## config.mk

```make
export PLATFORM = sky130hd
export DESIGN_NAME = cone_gradient_pixel_generator_core
export DESIGN_NICKNAME = d
export VERILOG_FILES = /design/src/hw/rtl/cgpg_pkg.sv /design/src/hw/rtl/cone_gradient_pixel_generator_core.sv /design/src/hw/rtl/cgpg_fifo.sv /design/src/hw/rtl/cgpg_front.sv /design/src/hw/rtl/cgpg_back.sv
export SDC_FILE = /design/constraint.sdc
export NUM_CORES = 2
export LEC_CHECK = 0
export ABC_AREA = 1
export BUFFER_PORTS_ARGS = -buffer_cell sky130_fd_sc_hd__buf_4
export CORE_MARGIN = 1
export CORE_UTILIZATION = 40
export CTS_CLUSTER_DIAMETER = 30
export DETAILED_ROUTE_END_ITERATION = 10
export PLACE_DENSITY_LB_ADDON = 0.2
export SYNTH_ARGS = -nofsm -noshare
export SYNTH_HDL_FRONTEND = slang
export SYNTH_HIERARCHICAL = 1
export SYNTH_SLANG_ARGS = --single-unit
```

## constraint.sdc

```tcl
create_clock -name clk -period 11.8 [get_ports clk]
set_clock_uncertainty 0.2 [all_clocks]
set_input_delay 1.18 -clock clk [delete_from_list [all_inputs] [get_ports clk]]
set_output_delay 1.18 -clock clk [all_outputs]
set_load 0.1 [all_outputs]
```

## src/hw/rtl/cgpg_pkg.sv

```systemverilog
// Shared types, constants and the CORDIC arctangent table of the cone gradient generator.
package cgpg_pkg;

	localparam int COORD_W    = 17;
	localparam int GAIN_W     = 16;
	localparam int VALUE_W    = 24;
	localparam int CFG_IDX_W  = 2;
	localparam int CFG_DATA_W = 13;
	localparam int ZACC_W     = 32;
	localparam int ATAN_IDX_W = 5;

	typedef logic [1:0] mode_t;

	localparam mode_t MODE_CW  = 2'd0;
	localparam mode_t MODE_ACW = 2'd1;
	localparam mode_t MODE_SYM = 2'd2;

	typedef logic [CFG_IDX_W-1:0] cfg_idx_t;

	localparam cfg_idx_t REG_ANGLE_MODE   = 2'd0;
	localparam cfg_idx_t REG_FRAME_WIDTH  = 2'd1;
	localparam cfg_idx_t REG_FRAME_HEIGHT = 2'd2;

	localparam logic [GAIN_W-1:0]     GAIN_RESET   = 16'd256;
	localparam logic [CFG_DATA_W-1:0] DIM_RESET    = 13'd64;
	localparam logic [VALUE_W-1:0]    VALUE_CENTRE = 24'h008000;
	localparam logic [VALUE_W-1:0]    VALUE_MAX    = 24'hFFFFFF;

	// atan(2^-i) in units of 2^-32 turn
	function automatic logic [ZACC_W-1:0] atan_turn(input logic [ATAN_IDX_W-1:0] idx);
		logic [ZACC_W-1:0] r;
		case (idx)
			5'd0:    r = 32'h20000000;
			5'd1:    r = 32'h12E4051E;
			5'd2:    r = 32'h09FB385B;
			5'd3:    r = 32'h051111D4;
			5'd4:    r = 32'h028B0D43;
			5'd5:    r = 32'h0145D7E1;
			5'd6:    r = 32'h00A2F61E;
			5'd7:    r = 32'h00517C55;
			5'd8:    r = 32'h0028BE53;
			5'd9:    r = 32'h00145F2F;
			5'd10:   r = 32'h000A2F98;
			5'd11:   r = 32'h000517CC;
			5'd12:   r = 32'h00028BE6;
			5'd13:   r = 32'h000145F3;
			5'd14:   r = 32'h0000A2FA;
			5'd15:   r = 32'h0000517D;
			5'd16:   r = 32'h000028BE;
			5'd17:   r = 32'h0000145F;
			5'd18:   r = 32'h00000A30;
			5'd19:   r = 32'h00000518;
			5'd20:   r = 32'h0000028C;
			5'd21:   r = 32'h00000146;
			5'd22:   r = 32'h000000A3;
			5'd23:   r = 32'h00000051;
			default: r = '0;
		endcase
		return r;
	endfunction

endpackage

```

## src/hw/rtl/cone_gradient_pixel_generator_core.sv

```systemverilog
// Top level of the conical gradient pixel generator.
// Usage:
//   Input channel (in_valid / in_stall): kind 0 loads centre, reference point
//   and gain and restarts the raster at column 0, row 0; kind 1 asks for the
//   next pixel in raster order. A transaction completes on a rising edge with
//   in_valid high and in_stall low.
//   Output channel (out_valid / out_stall): one transaction per pixel item,
//   none for a frame item; value is Q8.16, last_of_frame marks the frame end.
//   Config channel (cfg_valid / cfg_ready): cfg_index 0 angle mode, 1 frame
//   width, 2 frame height; cfg_ready is always high. Write only while idle.
// Back end:
//   The back end runs one CORDIC rotation step per cycle on a shared
//   adder set. A pixel passes through load, steps, multiply and output;
//   a frame item passes through load, steps and reference capture. The
//   back end takes a new item from the queue only once it is done with
//   the last one.
// Reset clears the raster, centre, reference angle, the queue and the output
// valid; gain returns to 1.0, frame size to 64x64, mode to clockwise.
// While out_stall is high the result is held; the back end finishes the next
// item and waits, the two-entry queue fills, then in_stall rises.
module cone_gradient_pixel_generator_core #(
	parameter int MAX_DIM      = 4096,
	parameter int CORDIC_STEPS = 16,
	parameter int ANGLE_BITS   = 16
) (
	input  logic                                     clk,
	input  logic                                     arst_n,
	// item input
	input  logic                                     in_valid,
	output logic                                     in_stall,
	input  logic                                     kind,
	input  logic signed [cgpg_pkg::COORD_W-1:0]      center_x,
	input  logic signed [cgpg_pkg::COORD_W-1:0]      center_y,
	input  logic signed [cgpg_pkg::COORD_W-1:0]      ref_x,
	input  logic signed [cgpg_pkg::COORD_W-1:0]      ref_y,
	input  logic        [cgpg_pkg::GAIN_W-1:0]       gain,
	// result output
	output logic                                     out_valid,
	input  logic                                     out_stall,
	output logic        [cgpg_pkg::VALUE_W-1:0]      value,
	output logic                                     last_of_frame,
	// register writes
	input  logic                                     cfg_valid,
	output logic                                     cfg_ready,
	input  cgpg_pkg::cfg_idx_t                       cfg_index,
	input  logic        [cgpg_pkg::CFG_DATA_W-1:0]   cfg_data
);
	import cgpg_pkg::*;

	localparam int CW     = $clog2(MAX_DIM);
	// pixel position minus centre, signed
	localparam int DIFF_W = ((CW + 5 > COORD_W) ? (CW + 5) : COORD_W) + 1;
	localparam int JOB_W  = 2 + 2 * DIFF_W + GAIN_W;

	mode_t                   angle_mode_q;
	logic [CFG_DATA_W-1:0]   frame_width_q;
	logic [CFG_DATA_W-1:0]   frame_height_q;

	logic                    job_push;
	logic                    job_full;
	logic                    job_pop;
	logic                    job_valid;
	logic                    push_frame;
	logic                    push_last;
	logic signed [DIFF_W-1:0] push_dx;
	logic signed [DIFF_W-1:0] push_dy;
	logic [GAIN_W-1:0]       push_gain;
	logic [JOB_W-1:0]        push_data;
	logic [JOB_W-1:0]        pop_data;
	logic                    pop_frame;
	logic                    pop_last;
	logic signed [DIFF_W-1:0] pop_dx;
	logic signed [DIFF_W-1:0] pop_dy;
	logic [GAIN_W-1:0]       pop_gain;

	// config registers: always ready, one write per cycle
	assign cfg_ready = 1'b1;

	always_ff @(posedge clk or negedge arst_n) begin
		if (!arst_n) begin
			angle_mode_q   <= MODE_CW;
			frame_width_q  <= DIM_RESET;
			frame_height_q <= DIM_RESET;
		end else if (cfg_valid && cfg_ready) begin
			case (cfg_index)
				REG_ANGLE_MODE:   angle_mode_q   <= mode_t'(cfg_data[1:0]);
				REG_FRAME_WIDTH:  frame_width_q  <= cfg_data;
				REG_FRAME_HEIGHT: frame_height_q <= cfg_data;
				default: begin
				end
			endcase
		end
	end

	cgpg_front #(
		.MAX_DIM (MAX_DIM),
		.DIFF_W  (DIFF_W)
	) u_front (
		.clk          (clk),
		.arst_n       (arst_n),
		.in_valid     (in_valid),
		.in_stall     (in_stall),
		.kind         (kind),
		.center_x     (center_x),
		.center_y     (center_y),
		.ref_x        (ref_x),
		.ref_y        (ref_y),
		.gain         (gain),
		.frame_width  (frame_width_q),
		.frame_height (frame_height_q),
		.job_full     (job_full),
		.job_push     (job_push),
		.job_frame    (push_frame),
		.job_last     (push_last),
		.job_dx       (push_dx),
		.job_dy       (push_dy),
		.job_gain     (push_gain)
	);

	assign push_data = {push_frame, push_last, push_dx, push_dy, push_gain};

	cgpg_fifo #(
		.WIDTH (JOB_W),
		.DEPTH (2)
	) u_queue (
		.clk       (clk),
		.arst_n    (arst_n),
		.push      (job_push),
		.wdata     (push_data),
		.full      (job_full),
		.pop       (job_pop),
		.rdata     (pop_data),
		.not_empty (job_valid)
	);

	assign {pop_frame, pop_last, pop_dx, pop_dy, pop_gain} = pop_data;

	cgpg_back #(
		.CORDIC_STEPS (CORDIC_STEPS),
		.ANGLE_BITS   (ANGLE_BITS),
		.DIFF_W       (DIFF_W)
	) u_back (
		.clk           (clk),
		.arst_n        (arst_n),
		.job_valid     (job_valid),
		.job_pop       (job_pop),
		.job_frame     (pop_frame),
		.job_last      (pop_last),
		.job_dx        (pop_dx),
		.job_dy        (pop_dy),
		.job_gain      (pop_gain),
		.angle_mode    (angle_mode_q),
		.out_valid     (out_valid),
		.out_stall     (out_stall),
		.value         (value),
		.last_of_frame (last_of_frame)
	);

endmodule

```

## src/hw/rtl/cgpg_fifo.sv

```systemverilog
// Small register queue between the front and back parts.
module cgpg_fifo #(
	parameter int WIDTH = 8,
	parameter int DEPTH = 2
) (
	input  logic             clk,
	input  logic             arst_n,
	input  logic             push,
	input  logic [WIDTH-1:0] wdata,
	output logic             full,
	input  logic             pop,
	output logic [WIDTH-1:0] rdata,
	output logic             not_empty
);

	localparam int AW = (DEPTH > 1) ? $clog2(DEPTH) : 1;
	localparam int CNT_W = $clog2(DEPTH + 1);

	logic [WIDTH-1:0] mem_q [DEPTH];
	logic [AW-1:0]    wr_ptr_q;
	logic [AW-1:0]    rd_ptr_q;
	logic [CNT_W-1:0] count_q;

	assign full      = (count_q == CNT_W'(DEPTH));
	assign not_empty = (count_q != '0);
	assign rdata     = mem_q[rd_ptr_q];

	always_ff @(posedge clk) begin
		if (push) begin
			mem_q[wr_ptr_q] <= wdata;
		end
	end

	always_ff @(posedge clk or negedge arst_n) begin
		if (!arst_n) begin
			wr_ptr_q <= '0;
			rd_ptr_q <= '0;
			count_q  <= '0;
		end else begin
			if (push) begin
				wr_ptr_q <= (wr_ptr_q == AW'(DEPTH - 1)) ? '0 : wr_ptr_q + 1'b1;
			end
			if (pop) begin
				rd_ptr_q <= (rd_ptr_q == AW'(DEPTH - 1)) ? '0 : rd_ptr_q + 1'b1;
			end
			if (push && !pop) begin
				count_q <= count_q + 1'b1;
			end else if (pop && !push) begin
				count_q <= count_q - 1'b1;
			end
		end
	end

endmodule

```

## src/hw/rtl/cgpg_front.sv

```systemverilog
// Front part: accepts items, keeps centre and raster position, builds angle jobs.
module cgpg_front #(
	parameter int MAX_DIM = 4096,
	parameter int DIFF_W  = 18
) (
	input  logic                                     clk,
	input  logic                                     arst_n,
	input  logic                                     in_valid,
	output logic                                     in_stall,
	input  logic                                     kind,
	input  logic signed [cgpg_pkg::COORD_W-1:0]      center_x,
	input  logic signed [cgpg_pkg::COORD_W-1:0]      center_y,
	input  logic signed [cgpg_pkg::COORD_W-1:0]      ref_x,
	input  logic signed [cgpg_pkg::COORD_W-1:0]      ref_y,
	input  logic        [cgpg_pkg::GAIN_W-1:0]       gain,
	input  logic        [cgpg_pkg::CFG_DATA_W-1:0]   frame_width,
	input  logic        [cgpg_pkg::CFG_DATA_W-1:0]   frame_height,
	input  logic                                     job_full,
	output logic                                     job_push,
	output logic                                     job_frame,
	output logic                                     job_last,
	output logic signed [DIFF_W-1:0]                 job_dx,
	output logic signed [DIFF_W-1:0]                 job_dy,
	output logic        [cgpg_pkg::GAIN_W-1:0]       job_gain
);
	import cgpg_pkg::*;

	localparam int CW  = $clog2(MAX_DIM);
	localparam int EXT = DIFF_W - COORD_W;
	localparam int PAD = DIFF_W - CW - 4;

	logic signed [COORD_W-1:0] centre_x_q;
	logic signed [COORD_W-1:0] centre_y_q;
	logic [CW-1:0]             col_q;
	logic [CW-1:0]             row_q;

	logic                      accept;
	logic [31:0]               w_lim;
	logic [31:0]               h_lim;
	logic                      end_row;
	logic                      end_frame;
	logic signed [DIFF_W-1:0]  pix_x;
	logic signed [DIFF_W-1:0]  pix_y;
	logic signed [DIFF_W-1:0]  ref_dx;
	logic signed [DIFF_W-1:0]  ref_dy;

	assign accept   = in_valid && !job_full;
	assign in_stall = job_full;

	// frame size clamped into 1..MAX_DIM
	always_comb begin
		if (frame_width == '0) begin
			w_lim = 32'd1;
		end else if (32'(frame_width) > 32'(MAX_DIM)) begin
			w_lim = 32'(MAX_DIM);
		end else begin
			w_lim = 32'(frame_width);
		end
		if (frame_height == '0) begin
			h_lim = 32'd1;
		end else if (32'(frame_height) > 32'(MAX_DIM)) begin
			h_lim = 32'(MAX_DIM);
		end else begin
			h_lim = 32'(frame_height);
		end
	end

	assign end_row   = (32'(col_q) + 32'd1) >= w_lim;
	assign end_frame = end_row && ((32'(row_q) + 32'd1) >= h_lim);

	assign pix_x  = $signed({{PAD{1'b0}}, col_q, 4'b0000})
		- $signed({{EXT{centre_x_q[COORD_W-1]}}, centre_x_q});
	assign pix_y  = $signed({{PAD{1'b0}}, row_q, 4'b0000})
		- $signed({{EXT{centre_y_q[COORD_W-1]}}, centre_y_q});
	assign ref_dx = $signed({{EXT{ref_x[COORD_W-1]}}, ref_x})
		- $signed({{EXT{center_x[COORD_W-1]}}, center_x});
	assign ref_dy = $signed({{EXT{ref_y[COORD_W-1]}}, ref_y})
		- $signed({{EXT{center_y[COORD_W-1]}}, center_y});

	assign job_push  = accept;
	assign job_frame = !kind;
	assign job_last  = kind && end_frame;
	assign job_dx    = kind ? pix_x : ref_dx;
	assign job_dy    = kind ? pix_y : ref_dy;
	assign job_gain  = gain;

	always_ff @(posedge clk or negedge arst_n) begin
		if (!arst_n) begin
			centre_x_q <= '0;
			centre_y_q <= '0;
			col_q      <= '0;
			row_q      <= '0;
		end else if (accept) begin
			if (!kind) begin
				centre_x_q <= center_x;
				centre_y_q <= center_y;
				col_q      <= '0;
				row_q      <= '0;
			end else if (end_frame) begin
				col_q <= '0;
				row_q <= '0;
			end else if (end_row) begin
				col_q <= '0;
				row_q <= row_q + 1'b1;
			end else begin
				col_q <= col_q + 1'b1;
			end
		end
	end

endmodule

```

## src/hw/rtl/cgpg_back.sv

```systemverilog
// Back part: iterative CORDIC angle, reference offset, mirror, gain, fold and output register.
module cgpg_back #(
	parameter int CORDIC_STEPS = 16,
	parameter int ANGLE_BITS   = 16,
	parameter int DIFF_W       = 18
) (
	input  logic                                 clk,
	input  logic                                 arst_n,
	input  logic                                 job_valid,
	output logic                                 job_pop,
	input  logic                                 job_frame,
	input  logic                                 job_last,
	input  logic signed [DIFF_W-1:0]             job_dx,
	input  logic signed [DIFF_W-1:0]             job_dy,
	input  logic        [cgpg_pkg::GAIN_W-1:0]   job_gain,
	input  cgpg_pkg::mode_t                      angle_mode,
	output logic                                 out_valid,
	input  logic                                 out_stall,
	output logic        [cgpg_pkg::VALUE_W-1:0]  value,
	output logic                                 last_of_frame
);
	import cgpg_pkg::*;

	localparam int DW    = DIFF_W + 10;
	localparam int SW    = $clog2(CORDIC_STEPS);
	localparam int PRODW = ANGLE_BITS + 1 + GAIN_W;
	localparam int FOLDW = ANGLE_BITS + 9;
	localparam int SHW   = PRODW - (ANGLE_BITS - 8);

	typedef enum logic [3:0] {
		ST_IDLE = 4'b0001,
		ST_ROT  = 4'b0010,
		ST_MUL  = 4'b0100,
		ST_OUT  = 4'b1000
	} state_t;

	state_t                  state_q;
	logic [SW-1:0]           step_q;
	logic signed [DW-1:0]    x_q;
	logic signed [DW-1:0]    y_q;
	logic [ZACC_W-1:0]       z_q;
	logic                    frame_q;
	logic                    last_q;
	logic                    zero_q;
	logic [ANGLE_BITS-1:0]   ref_q;
	logic [GAIN_W-1:0]       gain_q;
	logic [PRODW-1:0]        prod_q;
	logic                    out_valid_q;
	logic [VALUE_W-1:0]      value_q;
	logic                    last_out_q;

	logic signed [DW-1:0]    ld_x;
	logic signed [DW-1:0]    ld_y;
	logic signed [DW-1:0]    sh_x;
	logic signed [DW-1:0]    sh_y;
	logic [ZACC_W-1:0]       atan_v;
	logic                    last_step;
	logic [ZACC_W-1:0]       z_rnd;
	logic [ANGLE_BITS-1:0]   angle;
	logic [ANGLE_BITS-1:0]   frac;
	logic [ANGLE_BITS:0]     frac_m;
	logic [FOLDW-1:0]        fold_t;
	logic [PRODW-1:0]        prod_f;
	logic [SHW-1:0]          shifted;
	logic [VALUE_W-1:0]      val;
	logic                    out_free;

	// difference vector scaled by 256
	assign ld_x = $signed({{(DW-DIFF_W){job_dx[DIFF_W-1]}}, job_dx}) <<< 8;
	assign ld_y = $signed({{(DW-DIFF_W){job_dy[DIFF_W-1]}}, job_dy}) <<< 8;

	assign sh_x      = x_q >>> step_q;
	assign sh_y      = y_q >>> step_q;
	assign atan_v    = atan_turn(ATAN_IDX_W'(step_q));
	assign last_step = (step_q == SW'(CORDIC_STEPS - 1));

	// round to nearest at ANGLE_BITS
	assign z_rnd = z_q + (ZACC_W'(1) << (ZACC_W - 1 - ANGLE_BITS));
	assign angle = zero_q ? '0 : z_rnd[ZACC_W-1 -: ANGLE_BITS];

	assign frac   = angle - ref_q;
	assign frac_m = (angle_mode == MODE_ACW) ? ({1'b1, {ANGLE_BITS{1'b0}}} - {1'b0, frac})
		: {1'b0, frac};

	// symmetric fold: triangle of period one turn, peak one
	always_comb begin
		fold_t = {prod_q[FOLDW-2:0], 1'b0};
		if (fold_t > (FOLDW'(1) << (ANGLE_BITS + 8))) begin
			fold_t = '0 - fold_t;
		end
		prod_f  = (angle_mode == MODE_SYM) ? {{(PRODW-FOLDW){1'b0}}, fold_t} : prod_q;
		shifted = prod_f[PRODW-1 -: SHW];
		if (zero_q) begin
			val = VALUE_CENTRE;
		end else if (shifted > SHW'(VALUE_MAX)) begin
			val = VALUE_MAX;
		end else begin
			val = shifted[VALUE_W-1:0];
		end
	end

	assign out_free = !out_valid_q || !out_stall;
	assign job_pop  = (state_q == ST_IDLE) && job_valid;

	always_ff @(posedge clk or negedge arst_n) begin
		if (!arst_n) begin
			state_q <= ST_IDLE;
			step_q  <= '0;
			ref_q   <= '0;
			gain_q  <= GAIN_RESET;
		end else begin
			case (state_q)
				ST_IDLE: begin
					if (job_valid) begin
						step_q  <= '0;
						state_q <= ST_ROT;
						if (job_frame) begin
							gain_q <= job_gain;
						end
					end
				end
				ST_ROT: begin
					step_q <= step_q + 1'b1;
					if (last_step) begin
						state_q <= ST_MUL;
					end
				end
				ST_MUL: begin
					// z holds every rotation step here
					if (frame_q) begin
						ref_q   <= angle;
						state_q <= ST_IDLE;
					end else begin
						state_q <= ST_OUT;
					end
				end
				ST_OUT: begin
					if (out_free) begin
						state_q <= ST_IDLE;
					end
				end
				default: begin
					state_q <= ST_IDLE;
				end
			endcase
		end
	end

	// datapath registers
	always_ff @(posedge clk) begin
		if (job_pop) begin
			frame_q <= job_frame;
			last_q  <= job_last;
			zero_q  <= (job_dx == '0) && (job_dy == '0);
			if (ld_x < 0) begin
				x_q <= -ld_x;
				y_q <= -ld_y;
				z_q <= 32'h8000_0000;
			end else begin
				x_q <= ld_x;
				y_q <= ld_y;
				z_q <= '0;
			end
		end else if (state_q == ST_ROT) begin
			if (y_q > 0) begin
				x_q <= x_q + sh_y;
				y_q <= y_q - sh_x;
				z_q <= z_q + atan_v;
			end else begin
				x_q <= x_q - sh_y;
				y_q <= y_q + sh_x;
				z_q <= z_q - atan_v;
			end
		end
		if (state_q == ST_MUL) begin
			prod_q <= PRODW'(frac_m) * PRODW'(gain_q);
		end
		if ((state_q == ST_OUT) && out_free) begin
			value_q    <= val;
			last_out_q <= last_q;
		end
	end

	always_ff @(posedge clk or negedge arst_n) begin
		if (!arst_n) begin
			out_valid_q <= 1'b0;
		end else if ((state_q == ST_OUT) && out_free) begin
			out_valid_q <= 1'b1;
		end else if (!out_stall) begin
			out_valid_q <= 1'b0;
		end
	end

	assign out_valid     = out_valid_q;
	assign value         = value_q;
	assign last_of_frame = last_out_q;

endmodule

```

# Word-level counts from Yosys, hierarchy flattened
# Memories as Yosys holds them, arrays and structs flattened.
# Cells that the tools add are included.
# word_totals
register_bits	280
latchBits	0
ramBits	108
romBits	480
in_bits	105
output_inout_bits	28
memories	2
# mem_list
memory	depth	word_bits	rd	rd_ports_with_merged_regs	wr	line_no	text
(name not given)	16	30	1	0	0	cgpg_pkg.sv:32	case (idx)
u_queue.mem_q	2	54	1	0	1	cgpg_fifo.sv:19	logic [WIDTH-1:0] mem_q [DEPTH];
# classes
addsub	25
n_mul	1
div_mod_pow	0
magnitude_cmp	8
eq_ne	15
n_shift	2
n_mux	44
bitwise_logic	1
reduce_logical	34
# op_table
operator	count
2-to-1 mux 28 bit	8
2-to-1 mux 32 bit	5
2-to-1 mux 12 bit	6
subtractor 17 x 17 -> 18 bit	4
adder 28 bit	2
negator 26 -> 28 bit	2
>>> shifter 28 x 4 -> 28 bit	2
subtractor 28 bit	2
2-to-1 mux 13 bit	3
logical NOT 18 bit	2
2-to-1 mux 18 bit	2
multiplier 17 x 16 -> 33 bit	1
2-to-1 mux 33 bit	1
adder 32 x 16 -> 32 bit (second input constant)	1
adder 32 bit	1
greater-or-equal comparator 32 x 13 -> 1 bit	1
greater-or-equal comparator 32 bit	1
subtractor 32 bit	1
> comparator 28 x 1 -> 1 bit (second input constant)	1
adder 12 x 1 -> 13 bit (second input constant)	2
> comparator 13 bit (second input constant)	2
logical NOT 13 bit	2
less-than comparator 26 x 1 -> 1 bit (second input constant)	1
> comparator 25 x 24 -> 1 bit (second input constant)	1
35 further kinds	76

# Longest topological paths before layout
# depth
ltp_word	7
depth_mapped	47
mapped_depth_nobuf	47

# Modules after synthesis
# Netlist, hierarchy kept.
# modules_own_cells
module	n_inst	cells_each	area_each_um2
cgpg_back	1	3950	28078.2
cgpg_front	1	1188	7447.1
cgpg_fifo	1	193	4352.9
cone_gradient_pixel_generator_core	1	131	1208.7

# Least setup slack after synthesis
# Ideal clock, no wire load.
# synth_timing
path_type	register -> register
startpoint	register u_back.z_q[15]
endpoint	register u_back.prod_q[29] (data pin)
arrival_time_ns	7.762
required_time_ns	11.340
setup_slack_ns	3.578
path_stages_with_launch	44
n_path_buf	1
period_less_slack_ns	8.222
cell_sequence	edfxtp_1 > ha_1 > nand2_1 > nor3b_1 > nand2_1 > nor3_1 > inv_1 > nor2_1 > inv_1 > nor3_1 > nor2_1 > ha_1 > a21o_1 > a31oi_1 > nand3_1 > xor2_1 > inv_1 > nand2_1 > [8 not listed] > fa_1 > fa_1 > inv_1 > fa_1 > fa_1 > inv_1 > fa_1 > inv_1 > ha_1 > a21oi_1 > o21a_1 > o221a_2 > inv_1 > a21oi_1 > o21ai_1 > nand2_1 > nand2_1 > xor2_1
# synth_via
elab_chain_cells	6
# synth_rtl
item	line_no	text
from (decl)	cgpg_back.sv:41	logic [ZACC_W-1:0] z_q;
from (signal assigned)	cgpg_back.sv:168	z_q <= z_q + atan_v;
from (signal assigned)	cgpg_back.sv:172	z_q <= z_q - atan_v;
adder 32 x 16 -> 32 bit *	cgpg_back.sv:78	assign z_rnd = z_q + (ZACC_W'(1) << (ZACC_W - 1 - ANGLE_BITS));
2-to-1 mux 16 bit *	cgpg_back.sv:79	assign angle = zero_q ? '0 : z_rnd[ZACC_W-1 -: ANGLE_BITS];
net u_back.angle[11]	cgpg_back.sv:59	logic [ANGLE_BITS-1:0] angle;
subtractor 16 bit *	cgpg_back.sv:81	assign frac = angle - ref_q;
subtractor 17 x 16 -> 17 bit	cgpg_back.sv:82	assign frac_m = (angle_mode == MODE_ACW) ? ({1'b1, {ANGLE_BITS{1'b0}}} - {1'b0, frac})
2-to-1 mux 17 bit *	cgpg_back.sv:82	
multiplier 17 x 16 -> 33 bit *	cgpg_back.sv:176	prod_q <= PRODW'(frac_m) * PRODW'(gain_q);
to (signal assigned)	cgpg_back.sv:176	
to (decl)	cgpg_back.sv:47	logic [PRODW-1:0] prod_q;
# Mark *: on every way through the listed nets, which the timed path passes. The rest lies on a longest branch.
# A chain may end at the register's enable or synchronous reset.

# Final worst setup path
# layout_timing
startpoint	register u_back.zero_q
endpoint	register u_back.prod_q[29] (data pin)
# layout_via
elab_chain_cells	5
# layout_rtl
item	line_no	text
from (decl)	cgpg_back.sv:44	logic zero_q;
from (signal assigned)	cgpg_back.sv:154	zero_q <= (job_dx == '0) && (job_dy == '0);
2-to-1 mux 16 bit *	cgpg_back.sv:79	
subtractor 16 bit *	cgpg_back.sv:81	
subtractor 17 x 16 -> 17 bit	cgpg_back.sv:82	
2-to-1 mux 17 bit *	cgpg_back.sv:82	
multiplier 17 x 16 -> 33 bit *	cgpg_back.sv:176	
# Every way passes the cells marked *; elsewhere a longest branch is shown, timed or not.

==> metrics.log <==
INFO  metric gpl.final_weighted_congestion = 0.933
INFO  metric yosys_register_bits = 388
INFO  metric critical_path_buf_inv_count = 9
INFO  metric synth_enable_flop_cells = 257
INFO  metric cts_max_level = 3
INFO  metric starting_utilization_of_the_core_area = between 40% and 50%
INFO  metric synthCells = 5462
INFO  metric global_route.usage.total = roughly a quarter
INFO  metric min_period = roughly 9.5 ns
INFO  metric synth.lib_cells_used.distinct = 76
INFO  metric route.antenna.remaining_nets = 0
INFO  metric worst_hold_slack_after_final_layout = around 0.27 ns
INFO  metric first_iter_violations = 2780
INFO  metric run_status = complete, no violations
INFO  metric die_w = around 320 um
INFO  metric tritoncts = done
INFO  metric global_route_wire_length_before_repair = 192 mm
INFO  metric synth_ff_type = edfxtp_1
INFO  metric number_of_buffers_inserted_to_repair_setup_after_cts = 0
INFO  metric design.portCount = 133
INFO  metric finalSetupViolCount = 0
INFO  metric total_neg_setup_slack = 0 ns
INFO  metric max_slew_violation_count = 0
INFO  metric ys_seq_area_share = 26.8%
INFO  metric postSynthNetCount = around 6.1k
INFO  metric grt_setup_unrepaired = false
INFO  metric cts-hold-fix-buffers = 0
INFO  metric port_buffers = 131
INFO  metric drc = 0
INFO  metric critical_path.max_stage_delay = around 0.90 ns
INFO  metric place.detailed.hpwl = around 93 mm
INFO  metric vias_in_the_first_global_route = 34.8k
INFO  metric crit_slowest_cell = edfxtp_1
INFO  metric avgViaCountPerCell = 5.13
INFO  metric data_arrival_time_of_the_critical_path = 9.71 ns
INFO  metric setup.worst_path.class = register to register
INFO  metric timing.final.crit_share = 80.6%
INFO  metric worstSetupEndpointType = register
INFO  metric pin_count_of_the_biggest_net_entering_global_routing = 86
INFO  metric clock_tree.buffer_depth = 3
INFO  metric post_synthesis_instance_area = 41100 um^2
INFO  metric setup.reg_to_reg.worst_slack = 2.29 ns
INFO  metric antenna_found_initial = 0
INFO  metric fin_ws = 2.29 ns
INFO  metric critical_path.max_fanout = 24
INFO  metric cts_repair_resize_count = 0
INFO  metric n_antenna_cell = 0
INFO  metric floorplan.die_area = 104000 um^2
INFO  metric syn_area_per_cell = ~7.5 um^2
INFO  metric die_span_y = 322 um
INFO  metric fmax = roughly 110 MHz
INFO  metric worstSkewPairLatency = 0.71 ns
INFO  metric critPathTopFamily = adder cells
INFO  metric core_region_area = a little over 100000 um^2
INFO  metric tritoncts_num_sinks = 388
INFO  metric core.rowCount = 117
INFO  metric critical_path.most_common_cell = inv_1
INFO  metric maxSlewHeadroom = a little over a third
INFO  metric final-hold-violation-count = 0
INFO  metric clk_root_buffer_cell = clkbuf_16
INFO  metric layout-drive-gt1-share = approximately a tenth
INFO  metric grt_remaining_overflow = 0
INFO  metric data_required_time_of_the_critical_path = 11.99 ns
INFO  metric avgRoutedWirePerCell = 17.1 um
INFO  metric routed_wirelength = approximately 120 mm
INFO  metric final_nets = roughly 6k
INFO  metric numCtsBuffers = 114
INFO  metric route.vias.total = around 36k
INFO  metric cap_viol_max_count = 0
INFO  metric clkSlewWorstSetupHoldPaths = 0.04 ns
INFO  metric synth-warning-count = 6
INFO  metric detailedPlace.worstSlack = ~2.4 ns
INFO  metric startpoint_type = register
INFO  metric layout-area-overhead-vs-synth = 14.3%
INFO  metric max_slew.worst_pin.slew = 0.963 ns
INFO  metric hold_path.class = register to register
INFO  metric async_reset_ff_share = between 30% and 40%
INFO  metric dr.pass1.iters = 5
[cells in the final DEF (no fill, tap or decap), types with 122 or more instances in the layout]
master	n
edfxtp_1	257
o21ai_0	293
nand2_1	1326
nand3_1	371
inv_1	764
nor2_1	494
a21oi_1	343
buf_4	150
dfrtp_1	122
fa_1	214
ha_1	306
[per-layer routing]
layer  global-route usage (%)  up-vias  routed length [um]
met1                     33.4    16800               58000
met3                     3.55      178                6820
met5                        0        -                   0
met2                     36.1     1019               52000
li1                         -    18100                   -
met4                     6.94        0                2860
[Yosys cell counts (21+ instances only)]
master	instances	area [um^2]
o21ai_1	41	205
mux2_4	49	736
a21oi_1	343	1720
nor3_1	53	265
nand3_1	371	1860
o21ai_0	293	1470
o21bai_1	33	248
dfrtp_1	127	3180
fa_1	214	4280
o21ai_2	30	263
buf_4	27	203
xor2_1	117	1020
ha_1	306	3830
nand4_1	77	482
o21a_1	21	158
nor2_1	498	1870
inv_1	766	2880
clkbuf_1	73	274
nand2_1	1328	4980
a21o_1	29	218
xnor2_1	53	464
edfxtp_1	257	7720
buf_2	42	210
a31oi_1	26	163
[sequential cells by signal (all words and copies together) (netlist names), 4 cells and up]
signal / flops
u_front/centre_x_q: 17
u_front/col_q: 12
u_front/centre_y_q: 17
u_back/x_q: 28
u_back/z_q: 32
frame_width_q: 13
u_back/prod_q: 33
u_queue/mem_q: 108
u_back/value: 24
u_back/ref_q: 16
u_front/row_q: 12
frame_height_q: 13
u_back/step_q: 4
u_back/state_q: 4
u_back/gain_q: 16
u_back/y_q: 28
[worst paths after layout]
check,from,endpoint,cells after the start
max,u_back/zero_q$_DFFE_PP_,u_back/prod_q[29]$_DFFE_PP_,38
min,frame_height_q[12]$_DFFE_PN0P_,frame_height_q[12]$_DFFE_PN0P_,2
max reg2reg,u_back/zero_q$_DFFE_PP_,u_back/prod_q[29]$_DFFE_PP_,38
min reg2reg,frame_height_q[12]$_DFFE_PN0P_,frame_height_q[12]$_DFFE_PN0P_,2
max in group asynchronous,arst_n,u_front/centre_x_q[1]$_DFFE_PN0P_,2
min in group asynchronous,arst_n,u_front/row_q[9]$_DFFE_PN0P_,1
[stage by stage]
stage          instance area [um^2]  instances  util [%]
5_1_grt                       47000       7021      46.2
2_1_floorplan                 41100       5462         -
3_3_place_gp                  42900       6803      42.2
4_1_cts                       47000       7021      46.2
6_report                      47000       7021      46.2
3_5_place_dp                  42900       6803      42.2
[cells by family after synthesis]
family	after synthesis	share of synthesized area, %
AO/OA/AOI/OAI	888	12.2
XOR/XNOR	177	3.90
adder cells (fa/ha/maj)	520	19.7
buffers and inverters	978	9.90
flip-flops	388	26.8
multiplexers	57	2.00
other	1	0.00913
AND/OR/NAND/NOR	2453	25.5
[cell type report]
cell class,count,area [um^2]
Tap cell,1368,1710
Multi-Input combinational cell,4096,26100
Sequential cell,388,11000
Clock inverter,70,887
Fill cell,10200,54800
Clock buffer,148,3150
Timing Repair Buffer,151,1140
Inverter,800,3010
[worst register-to-register path: cells and delay by family, from the launching register on]
kind / cells / cell delay, ns
xor+xnor: 1 / 0.15
fa+ha+maj: 10 / 4.24
flops: 1 / 0.90
buf+inv: 9 / 0.84
compound gates: 5 / 0.88
simple gates: 13 / 2.03
Power is not shown: default switching activity piles up to over one toggle a cycle in this logic, so the estimate is an artifact.
